--- config.mk ---
export PLATFORM = sky130hd
export DESIGN_NAME = cpr_ram
export DESIGN_NICKNAME = d
export VERILOG_FILES = /design/src/hdl/cpr_ram.sv
export SDC_FILE = /design/constraint.sdc
export NUM_CORES = 1
export LEC_CHECK = 0
export ABC_AREA = 1
export BUFFER_PORTS_ARGS = -buffer_cell sky130_fd_sc_hd__buf_2
export CAP_MARGIN = 10
export CORE_UTILIZATION = 40
export DETAILED_ROUTE_END_ITERATION = 8
export GPL_ROUTABILITY_DRIVEN = 0
export RECOVER_POWER = 25
export SLEW_MARGIN = 20
export SYNTH_ARGS = -nofsm -noshare
export SYNTH_HDL_FRONTEND = slang
export SYNTH_SLANG_ARGS = --single-unit
--- constraint.sdc ---
create_clock -name clk -period 1.6 [get_ports clk]
set_input_delay 0.24 -clock clk [delete_from_list [all_inputs] [get_ports clk]]
set_output_delay 0.24 -clock clk [all_outputs]
set_load 0.03 [all_outputs]
--- src/hdl/cpr_ram.sv ---
// ----------------------------------------------------------------------------
// cpr_ram: generic single-port ram
// one write or read per cycle, registered read data
// ----------------------------------------------------------------------------
module cpr_ram #(
  parameter int WIDTH = 8,
  parameter int DEPTH = 16
) (
  input  logic                     clk,
  input  logic                     we,
  input  logic [$clog2(DEPTH)-1:0] addr,
  input  logic [WIDTH-1:0]         wdata,
  output logic [WIDTH-1:0]         rdata
);

  logic [WIDTH-1:0] mem [DEPTH];

  always_ff @(posedge clk) begin
    if (we) begin
      mem[addr] <= wdata;
    end
    rdata <= mem[addr];
  end

endmodule

==> results of run 1 <==
-- layout make-up --
class | instances | share of cell area
multi-input cells | 368 | 0.209
flip-flops and latches | 136 | 0.604
repair buffers | 49 | 0.0542
inverters | 23 | 0.0130
clock inverters | 9 | 0.0147
clock buffers | 23 | 0.0721
well taps | 176 | 0.0332
-- placed cells by master, fill, tap and decap left out --
cell	n
nand2_1	346
edfxtp_1	128
buf_4	24
inv_1	21
nor2_1	18
clkbuf_16	17
buf_2	16
clkbuf_1	8
dfxtp_1	8
nand3_1	4
buf_12	4
clkinv_1	3
clkinv_2	3
clkbuf_8	3
clkinvlp_4	2
bufinv_16	2
inv_2	1
-- power by group --
group / total, mW / switching, mW / internal [mW] / leakage (nW)
combinational: 0.541 / 0.386 / 0.155 / 1.35
clock: 3.75 / 1.36 / 2.39 / 0.278
sequential: 4.01 / 0.0200 / 3.99 / 1.22
total: 8.30 / 1.76 / 6.53 / 2.85
-- path summary, 6_finish.rpt --
path	start	end	slack [ns]	cells past startpoint
worst max-delay path	rdata[7]	rdata[7]	0.45	1
worst min-delay path	wdata[0]	mem[15][0]	0.28	1
worst max register to register	mem[14][5]	rdata[5]	0.59	8
worst min register to register	mem[1][5]	rdata[5]	0.70	8
-- logic make-up after synthesis --
family / synth area share
flip-flops: 0.716
buffers and inverters: 0.0362
AND/OR/NAND/NOR: 0.248
-- metal layers --
| metal | wire [um] | track usage |
|---|---|---|
| met2 | 5950 | 0.296 |
| met5 | 0 | 0 |
| met3 | 885 | 0.0358 |
| met1 | 5190 | 0.254 |
| met4 | 327 | 0.108 |
-- sequential cells by signal, summed over array words and instances (netlist names) --
signal  cells
rdata       8
mem       128
-- per-stage QoR --
stage,total power [mW],TNS [ns]
after floorplan,4.40,-0.451
after global placement,4.62,0
after detailed placement,4.63,0
after CTS,8.37,0
after global routing,8.58,0
final,8.30,0
==> impl_metrics.py, run 1 <==
metrics = {
    "yosys": {
        "synth_area_per_cell_um2": 10.2,
        "synth_largest_area_cell": "edfxtp_1",
        "syn_area_um2": 5590,
        "yosysMostFrequentCell": "nand2_1",
        "synth_cells": 548,
        "yosysSeqAreaShare": 0.716,
        "yosys-top-cells-area": "edfxtp_1 (69%), nand2_1 (23%), dfxtp_1 (2.9%)",
        "synth-edff-count": 128,
        "ys_ff_latch": 136,
        "synthTopCellsByCount": "nand2_1 (346), edfxtp_1 (128), inv_1 (21), nor2_1 (18), buf_2 (12)",
        "synth_cell_type_count": 11,
        "synthesis.nets": 562,
        "synth-main-ff-cell": "edfxtp_1",
        "ys_async_sr_fraction": 0,
        "synth_top_cell_area_share": 0.687,
        "yosys_warnings": 0,
    },
    "hold_path": {
        "hold_path.class": "input port to flop",
    },
    "sta": {
        "setup_viol_count_final": 0,
        "maxSlewHeadroom": 0.418,
        "layout_setup_ws_ns": 0.449,
        "fmax_mhz": 869,
        "maxSlewViolCount": 0,
        "min_period_over_period": 0.719,
        "worst_pin_slew_ns": 0.872,
        "rsz0062_at_grt": "false",
        "hold_viol_final": 0,
        "whs_ns": 0.282,
        "finClkSkew_ns": 0.00633,
        "period_needed_ns": 1.15,
    },
    "grt": {
        "grt_max_degree": 33,
        "grt_usage": 0.191,
        "overflow": 0,
        "grt_pass1_wl_um": 19700,
        "grt_pass1_vias": 3610,
        "grt_antenna_before_repair": 0,
    },
    "drt": {
        "wirelength_um": 12400,
        "firstDrtPassIters": 5,
        "wire_per_inst_um": 15.8,
        "via_count": 3646,
        "ant_nets": 0,
        "drt_iter0_markers": 353,
        "drc": 0,
        "via_per_inst": 4.65,
    },
    "cells_and_area": {
        "nNetsFinal": 609,
        "utilization": 0.493,
        "seq_area_um2": 4000,
        "area_delta_synth_final_pct": 18.6,
        "stdcell_area_um2": 6630,
        "fillers": 1242,
        "antenna-diode-count": 0,
        "multi_input_area_um2": 1390,
        "drive_gt1_frac": 0.118,
        "stdcell_count": 784,
    },
    "setup_path": {
        "critPathArrivalTime_ns": 0.91,
        "path_cells": "buf_2",
        "required_ns": 1.36,
        "slowest_stage": "dfxtp_1",
        "path_delay_family": "flip-flops",
        "crit_buf_inv": 1,
        "startpoint_type": "flop",
        "cp_max_fo": 1,
        "critPathCaptureType": "primary output",
        "worst-setup-path-type": "flop to primary output",
        "cpPeakStageDelay_ns": 0.31,
    },
    "clock_network": {
        "cts.sinks": 136,
        "clock_latency_ns": 0.42,
        "cts_resized": 0,
        "cts_buffer_depth": 2,
        "path_clk_slew_ns": 0.06,
        "hold_buffers": 0,
        "numCtsBuffers": 17,
        "postCtsSetupBuffers": 0,
        "root_buffer": "clkbuf_16",
        "htree_levels": 4,
        "cts_tree": "yes",
    },
    "placed_design": {
        "place_area_um2": 6060,
        "dp.cells": 752,
        "portBuffers": 21,
        "place_ws_ns": 0.152,
        "place_hpwl_um": 7700,
    },
    "floorplan": {
        "start_util": 0.416,
        "die_h_um": 120,
        "core_area_um2": 13500,
        "row_count": 42,
        "die_w_um": 120,
        "ios": 22,
        "die-area_um2": 14500,
    },
    "flow_run": {
        "drv_cap": 0,
    },
    "status": {
        "status": "complete, no violations",
    },
    "power_and_ir_drop": {
        "p_leak_nw": 2.85,
        "power.density_nw_per_um2": 1250,
        "ir_drop_v": 0.000776,
    },
}
No activity file was read; power rests on OpenSTA's default activity.
==> run 2, diff against run 1 <==
==> constraint.sdc (replaced) <==
create_clock -name clk -period 1.15 [get_ports clk]
set_input_delay 0.1725 -clock clk [delete_from_list [all_inputs] [get_ports clk]]
set_output_delay 0.1725 -clock clk [all_outputs]
set_load 0.03 [all_outputs]
==> run 2 against run 1 <==
Setup slack lost 0.41 ns; clock skew increased by 0.00072 ns; register-to-register slack worse by 0.44 ns; critical endpoint unchanged; highest routed layer unchanged.
==> impl_metrics.py, run 2 (synthesis gave the netlist of run 1 again) <==
metrics = {
    "clock_network": {
        "cts_buffer_depth": 2,
        "cts.sinks": 136,
        "htree_levels": 4,
        "numCtsBuffers": 17,
        "root_buffer": "clkbuf_16",
        "cts_tree": "yes",
        "path_clk_slew_ns": 0.06,
        "clock_latency_ns": 0.42,
    },
    "cells_and_area": {
        "reg.largest.list": "mem x128, rdata x8",
        "regMostFlops": "mem",
        "layout.cells.most_common": "nand2_1",
        "largest_register_ffs": 128,
        "utilization": 0.501,
        "drive_gt1_frac": 0.154,
        "area_delta_synth_final_pct": 20.6,
        "final_cell_mix": "nand2_1 (346), edfxtp_1 (128), inv_1 (19), clkbuf_16 (17), nor2_4 (16)",
        "antenna-diode-count": 0,
        "nNetsFinal": 600,
    },
    "power_and_ir_drop": {
        "power.density_nw_per_um2": 1700,
        "p_leak_nw": 2.81,
        "internal-power_mw": 8.90,
        "p_sw_mw": 2.56,
        "netSwitchingFraction": 0.223,
        "p_comb_frac": 0.072,
        "power_frac_clock": 0.440,
        "pwr-share-seq": 0.488,
        "p_total_mw": 11.5,
        "ir_drop_v": 0.000993,
    },
    "hold_path": {
        "hold_path.class": "input port to flop",
        "whs_endpoint": "mem[6][2]",
        "hold_start": "wdata[2]",
        "hold_depth": 1,
    },
    "sta": {
        "maxSlewViolCount": 0,
        "rsz0062_at_grt": "false",
        "maxSlewHeadroom": 0.373,
        "fmax_mhz": 899,
        "setup_viol_count_final": 0,
        "layout_setup_ws_ns": 0.0376,
        "finClkSkew_ns": 0.00706,
        "min_period_over_period": 0.967,
        "hold_viol_final": 0,
        "period_needed_ns": 1.11,
        "worst_pin_slew_ns": 0.940,
        "setup_tns_ns": 0,
        "whs_ns": 0.219,
    },
    "placed_design": {
        "place_ws_ns": -0.255,
        "portBuffers": 21,
        "place_hpwl_um": 8340,
    },
    "floorplan": {
        "start_util": 0.416,
        "core_area_um2": 13500,
        "ios": 22,
        "row_count": 42,
        "die-area_um2": 14500,
        "die_h_um": 120,
        "die_w_um": 120,
    },
    "grt": {
        "grt_pass1_wl_um": 20300,
        "grt_antenna_before_repair": 0,
        "grt_max_degree": 28,
        "grt_usage": 0.197,
        "grt_pass1_vias": 3721,
        "overflow": 0,
    },
    "setup_path": {
        "critPathArrivalTime_ns": 0.94,
        "startpoint_type": "flop",
        "required_ns": 0.98,
        "r2r_cells": 8,
        "cp_max_fo": 1,
        "slowest_stage": "dfxtp_1",
        "path_cells": "buf_6",
        "r2r-end": "rdata[4]",
        "cpPeakStageDelay_ns": 0.37,
        "r2r_start": "mem[0][4]",
        "reg2reg_setup_slack_ns": 0.15,
        "worst-setup-path-type": "flop to primary output",
        "crit_buf_inv": 1,
        "critPathCaptureType": "primary output",
        "path_delay_family": "flip-flops",
    },
    "drt": {
        "wire_per_inst_um": 16.9,
        "drc": 0,
        "firstDrtPassIters": 5,
        "via_per_inst": 4.74,
        "ant_nets": 0,
        "wirelength_um": 13100,
        "drt_iter0_markers": 312,
        "via_count": 3674,
    },
    "flow_run": {
        "drv_cap": 0,
    },
    "status": {
        "status": "complete, no violations",
    },
}
run 2: cell count changes in the layout (fill, tap and decap cells not counted), moves of 3 or more:
cell      delta
buf_6        +3
clkinv_2     +3
buf_2        -3
nand3_1      -4
buf_4        -9
nor2_1      -18
nor2_4      +16
nand3_4      +4
run 2: layer usage:
| layer | global-route usage | share of wire | up-vias |
|---|---|---|---|
| met3 | 0.0415 | 0.043 | 13 |
| met4 | 0.0872 | 0.015 | 0 |
| met2 | 0.341 | 0.52 | 74 |
| met5 | 0 | 0 | - |
| met1 | 0.238 | 0.43 | 1756 |
| li1 | - | - | 1831 |
run 2: area by class of cell:
class | instances | area [um2]
clock inverters | 10 | 78.8
well taps | 176 | 220
repair buffers | 40 | 310
fillers | 1240 | 6710
inverters | 23 | 91.3
clock buffers | 22 | 474
flip-flops and latches | 136 | 4010
multi-input cells | 368 | 1560
run 2: how the worst max path moves through the flow:
stage                        start         end  cells past startpoint
after detailed placement   addr[0]  mem[11][7]                      4
final                     rdata[7]    rdata[7]                      1
after global placement     addr[0]    rdata[4]                     11
after floorplan            addr[0]  mem[13][0]                      4
after CTS                 rdata[7]    rdata[7]                      1
after global routing      rdata[7]    rdata[7]                      1
run 2: repair_timing:
action / in CTS / in global routing
hold buffers: 0 / 0
endpoints found under the setup margin: 3 / 2
gates resized for setup: 6 / 2
setup buffers: 0 / 0
run 2: through the flow:
stage,instance area [um2],std cells
2_1_floorplan,5810,548
3_3_place_gp,6170,743
3_5_place_dp,6170,743
4_1_cts,6740,775
5_1_grt,6740,775
6_report,6740,775
run 2: power by group through the flow:
stage | clock network, mW | registers [mW] | logic (mW)
after floorplan | 0 | 5.74 | 0.443
final | 5.04 | 5.59 | 0.828
after CTS | 5.10 | 5.59 | 0.842
after detailed placement | 0 | 5.68 | 0.824
after global routing | 5.30 | 5.60 | 0.918
after global placement | 0 | 5.68 | 0.822
